<file path="src/design/cltd_pkg.sv">
// shared types, constants and the channel expansion table for the clut texture decoder
package cltd_pkg;

  localparam int PAL_ENTRIES = 256;
  localparam int PAL_AW      = $clog2(PAL_ENTRIES);
  localparam int QDEPTH      = 4;
  localparam int QAW         = $clog2(QDEPTH);

  typedef enum logic {
    REQ_PAL_WRITE = 1'b0,
    REQ_PIXEL     = 1'b1
  } req_kind_t;

  typedef enum logic [1:0] {
    MODE_DIRECT = 2'd0,
    MODE_NIBBLE = 2'd1,
    MODE_BYTE   = 2'd2
  } mode_t;

  typedef enum logic [1:0] {
    K_WRITE  = 2'd0,
    K_DIRECT = 2'd1,
    K_NIBBLE = 2'd2,
    K_BYTE   = 2'd3
  } item_kind_t;

  typedef struct packed {
    item_kind_t  kind;
    logic [7:0]  slot;
    logic [15:0] word;
  } q_item_t;

  // (c*255+15)/31 for every 5-bit channel value
  localparam logic [7:0] EXP5 [32] = '{
    8'd0,   8'd8,   8'd16,  8'd25,  8'd33,  8'd41,  8'd49,  8'd58,
    8'd66,  8'd74,  8'd82,  8'd90,  8'd99,  8'd107, 8'd115, 8'd123,
    8'd132, 8'd140, 8'd148, 8'd156, 8'd165, 8'd173, 8'd181, 8'd189,
    8'd197, 8'd206, 8'd214, 8'd222, 8'd230, 8'd239, 8'd247, 8'd255
  };

  function automatic logic [7:0] expand5(input logic [4:0] c);
    return EXP5[c];
  endfunction

endpackage

</file>
<file path="src/design/cltd_ram.sv">
// generic single write port ram with registered read
module cltd_ram #(
  parameter int WIDTH = 16,
  parameter int DEPTH = 256
) (
  input  logic                     clk,
  input  logic                     we,
  input  logic [$clog2(DEPTH)-1:0] waddr,
  input  logic [WIDTH-1:0]         wdata,
  input  logic                     re,
  input  logic [$clog2(DEPTH)-1:0] raddr,
  output logic [WIDTH-1:0]         rdata
);

  logic [WIDTH-1:0] mem [DEPTH];

  always_ff @(posedge clk) begin
    if (we) begin
      mem[waddr] <= wdata;
    end
    if (re) begin
      rdata <= mem[raddr];
    end
  end

endmodule

</file>
<file path="src/design/cltd_front.sv">
// request intake: colour mode register, request classification and the request queue
module cltd_front (
  input  logic            clk,
  input  logic            rst,
  input  logic            in_valid,
  output logic            in_stall,
  input  logic            req_type,
  input  logic [7:0]      palette_slot,
  input  logic [15:0]     data_word,
  input  logic            cfg_we,
  input  logic [1:0]      cfg_wdata,
  output cltd_pkg::q_item_t head,
  output logic            head_valid,
  input  logic            pop
);
  import cltd_pkg::*;

  mode_t          mode;
  q_item_t        fifo [QDEPTH];
  q_item_t        item;
  logic [QAW-1:0] wr_ptr;
  logic [QAW-1:0] rd_ptr;
  logic [QAW:0]   count;
  logic           push;
  logic           do_pop;

  always_ff @(posedge clk) begin
    if (rst) begin
      mode <= MODE_DIRECT;
    end else if (cfg_we) begin
      mode <= mode_t'(cfg_wdata);
    end
  end

  always_comb begin
    item.slot = palette_slot;
    item.word = data_word;
    if (req_type == REQ_PAL_WRITE) begin
      item.kind = K_WRITE;
    end else begin
      case (mode)
        MODE_NIBBLE: item.kind = K_NIBBLE;
        MODE_BYTE:   item.kind = K_BYTE;
        default:     item.kind = K_DIRECT;
      endcase
    end
  end

  assign in_stall   = (count == (QAW+1)'(QDEPTH));
  assign push       = in_valid && !in_stall;
  assign head_valid = (count != '0);
  assign do_pop     = pop && head_valid;
  assign head       = fifo[rd_ptr];

  always_ff @(posedge clk) begin
    if (push) begin
      fifo[wr_ptr] <= item;
    end
  end

  always_ff @(posedge clk) begin
    if (rst) begin
      wr_ptr <= '0;
      rd_ptr <= '0;
      count  <= '0;
    end else begin
      if (push) begin
        wr_ptr <= wr_ptr + 1'b1;
      end
      if (do_pop) begin
        rd_ptr <= rd_ptr + 1'b1;
      end
      case ({push, do_pop})
        2'b10:   count <= count + 1'b1;
        2'b01:   count <= count - 1'b1;
        default: count <= count;
      endcase
    end
  end

endmodule

</file>
<file path="src/design/cltd_back.sv">
// request execution: palette writes, texel sequencing, palette read and colour expansion
module cltd_back (
  input  logic              clk,
  input  logic              rst,
  input  cltd_pkg::q_item_t head,
  input  logic              head_valid,
  output logic              pop,
  output logic              out_valid,
  input  logic              out_stall,
  output logic [7:0]        red,
  output logic [7:0]        green,
  output logic [7:0]        blue,
  output logic [7:0]        alpha,
  output logic              last_texel
);
  import cltd_pkg::*;

  logic [1:0]        k;
  logic [1:0]        k_next;
  logic [7:0]        idx;
  logic              last;
  logic              issue;
  logic              can_issue;
  logic              out_free;
  logic              ram_we;
  logic              hit;
  logic [15:0]       rdata;
  logic              p1_valid;
  logic              p1_last;
  logic              p1_direct;
  logic              p1_hit;
  logic [15:0]       p1_word;
  logic [15:0]       colour;

  assign out_free  = !out_valid || !out_stall;
  assign can_issue = !p1_valid || out_free;

  always_comb begin
    idx    = '0;
    last   = 1'b1;
    issue  = 1'b0;
    ram_we = 1'b0;
    pop    = 1'b0;
    case (head.kind)
      K_WRITE: begin
        ram_we = head_valid && ({1'b0, head.slot} < 9'(PAL_ENTRIES));
        pop    = head_valid;
      end
      K_NIBBLE: begin
        idx   = {4'b0000, head.word[{k, 2'b00} +: 4]};
        last  = (k == 2'd3);
        issue = head_valid && can_issue;
        pop   = issue && last;
      end
      K_BYTE: begin
        idx   = k[0] ? head.word[15:8] : head.word[7:0];
        last  = k[0];
        issue = head_valid && can_issue;
        pop   = issue && last;
      end
      default: begin
        issue = head_valid && can_issue;
        pop   = issue;
      end
    endcase
    k_next = issue ? (last ? 2'd0 : k + 2'd1) : k;
  end

  assign hit = ({1'b0, idx} < 9'(PAL_ENTRIES));

  cltd_ram #(
    .WIDTH (16),
    .DEPTH (PAL_ENTRIES)
  ) u_palette (
    .clk   (clk),
    .we    (ram_we),
    .waddr (head.slot[PAL_AW-1:0]),
    .wdata (head.word),
    .re    (issue),
    .raddr (idx[PAL_AW-1:0]),
    .rdata (rdata)
  );

  always_ff @(posedge clk) begin
    if (rst) begin
      k <= '0;
    end else begin
      k <= k_next;
    end
  end

  // lookup stage, the ram read data lines up with it
  always_ff @(posedge clk) begin
    if (rst) begin
      p1_valid <= 1'b0;
    end else if (can_issue) begin
      p1_valid <= issue;
    end
  end

  always_ff @(posedge clk) begin
    if (issue) begin
      p1_last   <= last;
      p1_direct <= (head.kind == K_DIRECT);
      p1_hit    <= hit;
      p1_word   <= head.word;
    end
  end

  assign colour = p1_direct ? p1_word : (p1_hit ? rdata : 16'h0000);

  always_ff @(posedge clk) begin
    if (rst) begin
      out_valid <= 1'b0;
    end else if (out_free) begin
      out_valid <= p1_valid;
    end
  end

  always_ff @(posedge clk) begin
    if (out_free && p1_valid) begin
      red        <= expand5(colour[4:0]);
      green      <= expand5(colour[9:5]);
      blue       <= expand5(colour[14:10]);
      alpha      <= (colour == 16'h0000) ? 8'd0 : 8'd255;
      last_texel <= p1_last;
    end
  end

endmodule

</file>
<file path="src/design/clut_texture_decoder.sv">
// the first texel of a request passes through the request queue, the lookup stage and the output register
// throughput: one texel per cycle while the output is not stalled, set by the single palette read port of the back end
// a four-bit word yields four texels, an eight-bit word two, a direct word one; a palette write yields none
// a four-entry request queue lets intake run ahead while the output is stalled
// reset (rst, synchronous) empties the queue and pipeline and sets colour mode to direct
// palette contents are undefined after reset until written
module clut_texture_decoder (
  input  logic        clk,
  input  logic        rst,
  input  logic        in_valid,
  output logic        in_stall,
  input  logic        req_type,
  input  logic [7:0]  palette_slot,
  input  logic [15:0] data_word,
  input  logic        cfg_we,
  input  logic [1:0]  cfg_wdata,
  output logic        out_valid,
  input  logic        out_stall,
  output logic [7:0]  red,
  output logic [7:0]  green,
  output logic [7:0]  blue,
  output logic [7:0]  alpha,
  output logic        last_texel
);
  import cltd_pkg::*;

  q_item_t head;
  logic    head_valid;
  logic    pop;

  cltd_front u_front (
    .clk          (clk),
    .rst          (rst),
    .in_valid     (in_valid),
    .in_stall     (in_stall),
    .req_type     (req_type),
    .palette_slot (palette_slot),
    .data_word    (data_word),
    .cfg_we       (cfg_we),
    .cfg_wdata    (cfg_wdata),
    .head         (head),
    .head_valid   (head_valid),
    .pop          (pop)
  );

  cltd_back u_back (
    .clk        (clk),
    .rst        (rst),
    .head       (head),
    .head_valid (head_valid),
    .pop        (pop),
    .out_valid  (out_valid),
    .out_stall  (out_stall),
    .red        (red),
    .green      (green),
    .blue       (blue),
    .alpha      (alpha),
    .last_texel (last_texel)
  );

endmodule

</file>
<file path="config.mk">
export PLATFORM = sky130hd
export DESIGN_NAME = clut_texture_decoder
export DESIGN_NICKNAME = d
export VERILOG_FILES = /design/src/design/cltd_pkg.sv /design/src/design/cltd_ram.sv /design/src/design/cltd_front.sv /design/src/design/cltd_back.sv /design/src/design/clut_texture_decoder.sv
export SDC_FILE = /design/constraint.sdc
export NUM_CORES = 2
export LEC_CHECK = 0
export BUFFER_PORTS_ARGS = -buffer_cell sky130_fd_sc_hd__buf_2
export CAP_MARGIN = 20
export CORE_MARGIN = 2
export CORE_UTILIZATION = 30
export DETAILED_ROUTE_END_ITERATION = 8
export PLACE_DENSITY_LB_ADDON = 0.08
export SLEW_MARGIN = 10
export SYNTH_ARGS = -nofsm -noshare
export SYNTH_HDL_FRONTEND = slang
export SYNTH_MEMORY_MAX_BITS = 65536
export SYNTH_SLANG_ARGS = --single-unit
export TNS_END_PERCENT = 5
</file>
<file path="constraint.sdc">
create_clock -name clk -period 26.6 [get_ports clk]
set_clock_uncertainty 0.2 [all_clocks]
set_input_delay 3.99 -clock clk [delete_from_list [all_inputs] [get_ports clk]]
set_output_delay 3.99 -clock clk [all_outputs]
set_load 0.005 [all_outputs]
</file>
After elaboration in Yosys (flattened, before gate mapping)
Memory sizes are Yosys's and may differ from the RTL's. A register that Yosys moved wholly into a read port is not among the register bits.
Index checks and enable logic that the tools add are counted.

cells by class
  add/sub/neg operators = 5
  eq/ne operators = 9
  shifts and indexed selects = 1
  mux-type cells = 18
  bitwise logic cells = 3
  reductions and logical operators = 16

operator list
  operator                                          number
  inverter 5 -> 6 bit                               3
  logical NOT 16 bit                                1
  two-way mux 16 bit                                1
  two-way mux 8 bit                                 2
  case mux 8 bit (2 select lines)                   1
  variable part select 16 x 5 -> 4 bit              1
  == test 2 bit, second input constant              5
  two-way mux 2 bit                                 4
  adder 2 x 1 -> 2 bit, second input constant       3
  == test 2 x 1 -> 1 bit, second input constant     3
  logical AND 1 bit                                 6
  two-way mux 1 bit                                 6
  case mux 3 bit (2 select lines)                   1
  logical NOT 1 bit                                 4
  case mux 2 bit (2 select lines)                   1
  adder 3 x 1 -> 3 bit, second input constant       1
  == test 3 bit, second input constant              1
  case mux 1 bit (3 select lines)                   1
  nonzero test 3 bit                                1
  subtractor 3 x 1 -> 3 bit, second input constant  1
  logical NOT 2 bit                                 1
  logical OR 1 bit                                  2
  case mux 1 bit (2 select lines)                   1
  nonzero test 2 bit                                1

storage, ports and cells
  register bits = 40
  RAM bits = 4200
  memory bits (read-only) = 768
  input bits = 32
  output and inout bits = 35
  logic and storage cells = 69
  memories kept = 5

memory list
  memory                words  bits a word  rd ports  clocked after memory_dff  wr ports  RTL line          RTL
  u_back.u_palette.mem  256    16           1         1                         1         cltd_ram.sv:15    logic [WIDTH-1:0] mem [DEPTH];
  (name not given)      32     8            1         1                         0         cltd_pkg.sv:42    return EXP5[c];
  (name not given)      32     8            1         1                         0         cltd_pkg.sv:42
  (name not given)      32     8            1         1                         0         cltd_pkg.sv:42
  u_front.fifo          4      26           1         1                         1         cltd_front.sv:19  q_item_t fifo [QDEPTH];

Logic depth before layout (Yosys ltp)
  depth after elaboration = 9
  depth in mapped cells = 19

Hierarchy
A second synthesis with hierarchy kept.

unflattened totals
  cells, all modules = 7718
  area total of the unflattened synthesis = 165432.4 um2

modules (own cells, without submodules)
  module      instances  cells an instance  area each (um2)
  cltd_ram    1          7360               158874.9
  cltd_front  1          198                4369.2
  cltd_back   1          160                2188.3

Worst setup path before layout
Ideal clock, no wire load.

  path kind = register to register
  from = register with a tool-made name
  to = register u_back.p1_word[3] (data pin)
  setup time = 1.642 ns
  arrival time = 8.696 ns
  required time = 24.758 ns
  setup slack = 16.062 ns
  cell stages (with the launch flop) = 6
  buffers on the path = 4
  period minus slack after synthesis = 10.538 ns
  path through = dfxtp_1 buf_4 buf_4 buf_4 buf_1 mux2i_1

RTL lines
  item                    RTL line          RTL
  end signal: assignment  cltd_back.sv:106  p1_word <= head.word;
  end: declaration        cltd_back.sv:32   logic [15:0] p1_word;

==> qor.txt <==
outcome: finished clean
layout cell share with drive strength beyond 1: 0.154
# hold bufs at CTS: 0
xor/xnor share of the synthesized area: 0.000421
Storage cell area: 0.128 mm2
antenna viol nets, final: 0
Yosys top cell area share: 0.767
Vias: 102000
grt total ovfl: 0
asr flop ratio synth: 0
First-pass DRT Iterations: 6
cell accounting for the most synthesized area: edfxtp_1
Buf+Inv Stages, Crit Path: 6
Worst Hold Launch: u_back.p1_last$_DFFE_PP_
Synth warnings: 0
DRT iter0 DRCs: 12000
Crit. path cell count: 16
synth top area cells: edfxtp_1, nand2_1, mux4_2
Fill cells: 52700
first-pass GRT wire length: 861000 um
Mean Syn Cell Area: 14.9 um2
die width: 749 um
htree depth: 5
maximum fanout along the worst path: 60
final WL: 635000 um
delay-heaviest family, CP: buffers and inverters
crit-path most repeated cell: buf_4
Cells after Synth: 11200
IO Port Bufs: 66
core area: 0.553 mm2
Final TNS setup: 0 ns
Synth Area in Simple Gates: 0.121
Max Root-Sink Buffers: 4
R2R depth: 16
worst hold stages: 0
layout net count: 11500
synth cell count leaders: edfxtp_1, nand2_1, nand3_1, nor2_1, a31oi_1
Tot Pwr: 24300 uW
initial antenna violation count: 53
pwr/cell area: 126 mW/mm2
post-synthesis mux area share: 0.0450
CTS Sinks: 4272
peak supply drop: 207 uV
Initial Util: 0.301
Avg WL per Cell: 33.1 um
Worst Setup Start Kind: flip-flop
Compound-Gate Fraction of Synth Area: 0.0418
max-slew violations: 0
area delta synth->final: 15.9%
Slew HR: 0.0682
Final Non-Filler Cells: 19200
P_leak: 0.0623 uW
main flop type after synthesis: edfxtp_1
Max Freq: 0.107 GHz
CTS resizes: 0
Multi-input gate area: 0.0362 mm2
syn_nets: 11200
CTS tree: built
biggest cell delay along the critical path: 1.08 ns
CTS buffer count: 477
post-synthesis adder-cell area fraction: 0.000646
critical path class: reg -> reg
Synth cell types: 70
Die Span Y: 749 um
Mapped Area: 0.167 mm2
CTS clk-pin slew, worst paths: 0.06 ns
Critical Path RT: 27.13 ns
Post-CTS Setup Bufs: 0
Final Cycle Share: 0.350
DP Wirelength: 373000 um
Min-Delay Path Class: reg -> reg
Placed Cells: 18300
GRT Util Overall: 0.220
IO Pins: 67
vias in the first global route: 97600
pin count of the biggest net entering global routing: 167
DRC viols: 0
min cycle time layout: 9.31 ns
largest family of logic cells by synthesized area: simple AND/OR/NAND/NOR gates
sequential area share after synthesis: 0.769
worst-path cell chain: buf_4 -> mux4_4 -> nand3_1 -> o211ai_4 -> nand2_8 -> buf_4 -> buf_4 -> buf_4 -> buf_4 -> buf_4 -> mux4_2 -> a21oi_1 -> o22ai_1 -> o31ai_2 -> and3_1 -> nand3_1
Post-synth EDFFs: 4257
RSZ-0062 raised after global routing: no
setup violators final: 0
site row count: 273
top-count cell post-synth: edfxtp_1
#FFs+latches synth: 4272
gpl congestion: 0.812
die area: 0.561 mm2
Crit path arrival time: 9.84 ns
Root Buffer: clkbuf_16
slowest CP cell: mux4_4
Worst-Margin Slew: 1.40 ns
drt via density: 5.30
Max-cap violations: 0
Fin. Hold Viols: 0
Clock Latency Late Sink: 1.08 ns
CP endpoint kind: flip-flop
[layer usage]
layer / track usage / vias to the layer above / share of wire
met5: 0 / - / 0.000014
met4: 0.0550 / 2 / 0.028
met3: 0.0308 / 760 / 0.062
met2: 0.350 / 3559 / 0.46
met1: 0.318 / 54300 / 0.45
li1: - / 43100 / -
[flip-flops by register name, indices dropped and copies added (netlist names), named ones only]
signal,count
u_back.alpha,1
u_back.blue,7
u_back.green,7
u_back.k,2
u_back.last_texel,1
u_back.out_valid,1
u_back.p1_direct,1
u_back.p1_last,1
u_back.p1_valid,1
u_back.p1_word,16
u_back.red,7
u_back.u_palette.mem,4096
u_back.u_palette.rdata,16
u_front.count,3
u_front.fifo,104
u_front.mode,2
u_front.rd_ptr,2
u_front.wr_ptr,2
[metrics by stage]
| stage | utilization | setup WS [ns] | cell area, um2 | hold WS, ns |
|---|---|---|---|---|
| 4_1_cts | 0.349 | 17.17 | 193000 | 0.290 |
| 5_1_grt | 0.349 | 16.78 | 193000 | 0.277 |
| 6_report | 0.349 | 17.29 | 193000 | 0.268 |
| 2_1_floorplan | - | 16.06 | 167000 | 0.200 |
| 3_5_place_dp | 0.322 | 17.20 | 178000 | 0.273 |
| 3_3_place_gp | 0.321 | 16.91 | 178000 | 0.268 |
[cell usage in the layout (no fill, tap or decap), types with 89 or more instances in the layout]
cell / n
clkbuf_1: 111
mux2i_1: 137
mux4_2: 243
edfxtp_1: 4257
a311oi_1: 127
a31oi_1: 345
nand4_1: 257
clkinv_2: 91
clkinv_1: 140
nand3_1: 963
clkbuf_16: 477
buf_4: 458
and3_1: 132
nor2_1: 89
nand2_1: 2873
nor2_2: 197
[cells by family after synthesis]
kind of cell	Yosys count
fa+ha+maj	8
xor+xnor	8
simple gates	4713
compound gates	992
mux	425
flops	4272
buf+inv	749
[worst register-to-register path, cell delays in order, from the launching register on]
cell	delay (ns)
dfxtp_2	0.62
buf_4	0.49
mux4_4	1.08
nand3_1	0.31
o211ai_4	0.16
nand2_8	0.59
buf_4	0.85
buf_4	0.72
buf_4	0.71
buf_4	0.81
buf_4	0.61
mux4_2	0.63
a21oi_1	0.16
o22ai_1	0.18
o31ai_2	0.43
and3_1	0.31
nand3_1	0.12
[report_power, final]
| part | internal [uW] | total (uW) | leakage [uW] | switching (uW) |
|---|---|---|---|---|
| logic | 2130 | 9360 | 0.0166 | 7230 |
| registers | 8500 | 8550 | 0.0384 | 56.3 |
| clock network | 3590 | 6400 | 0.00728 | 2810 |
[area by class of cell]
type | instances | area share
Timing Repair Buffer | 560 | 0.0230
Sequential cell | 4272 | 0.664
Multi-Input combinational cell | 6146 | 0.188
Tap cell | 7287 | 0.0472
Clock buffer | 589 | 0.0641
Antenna cell | 27 | 0.000350
Clock inverter | 295 | 0.0135
Inverter | 15 | 0.000292
[worst paths after layout]
| check | end | slack [ns] |
|---|---|---|
| setup reg to reg | u_back.u_palette.rdata[6]$_DFFE_PP_ | 17.29 |
| setup / recovery | u_back.u_palette.rdata[6]$_DFFE_PP_ | 17.29 |
| hold reg to reg | u_back.last_texel$_DFFE_PP_ | 0.27 |
| hold / removal | u_back.last_texel$_DFFE_PP_ | 0.27 |
Note: power is estimated with default switching activity, not from simulation.
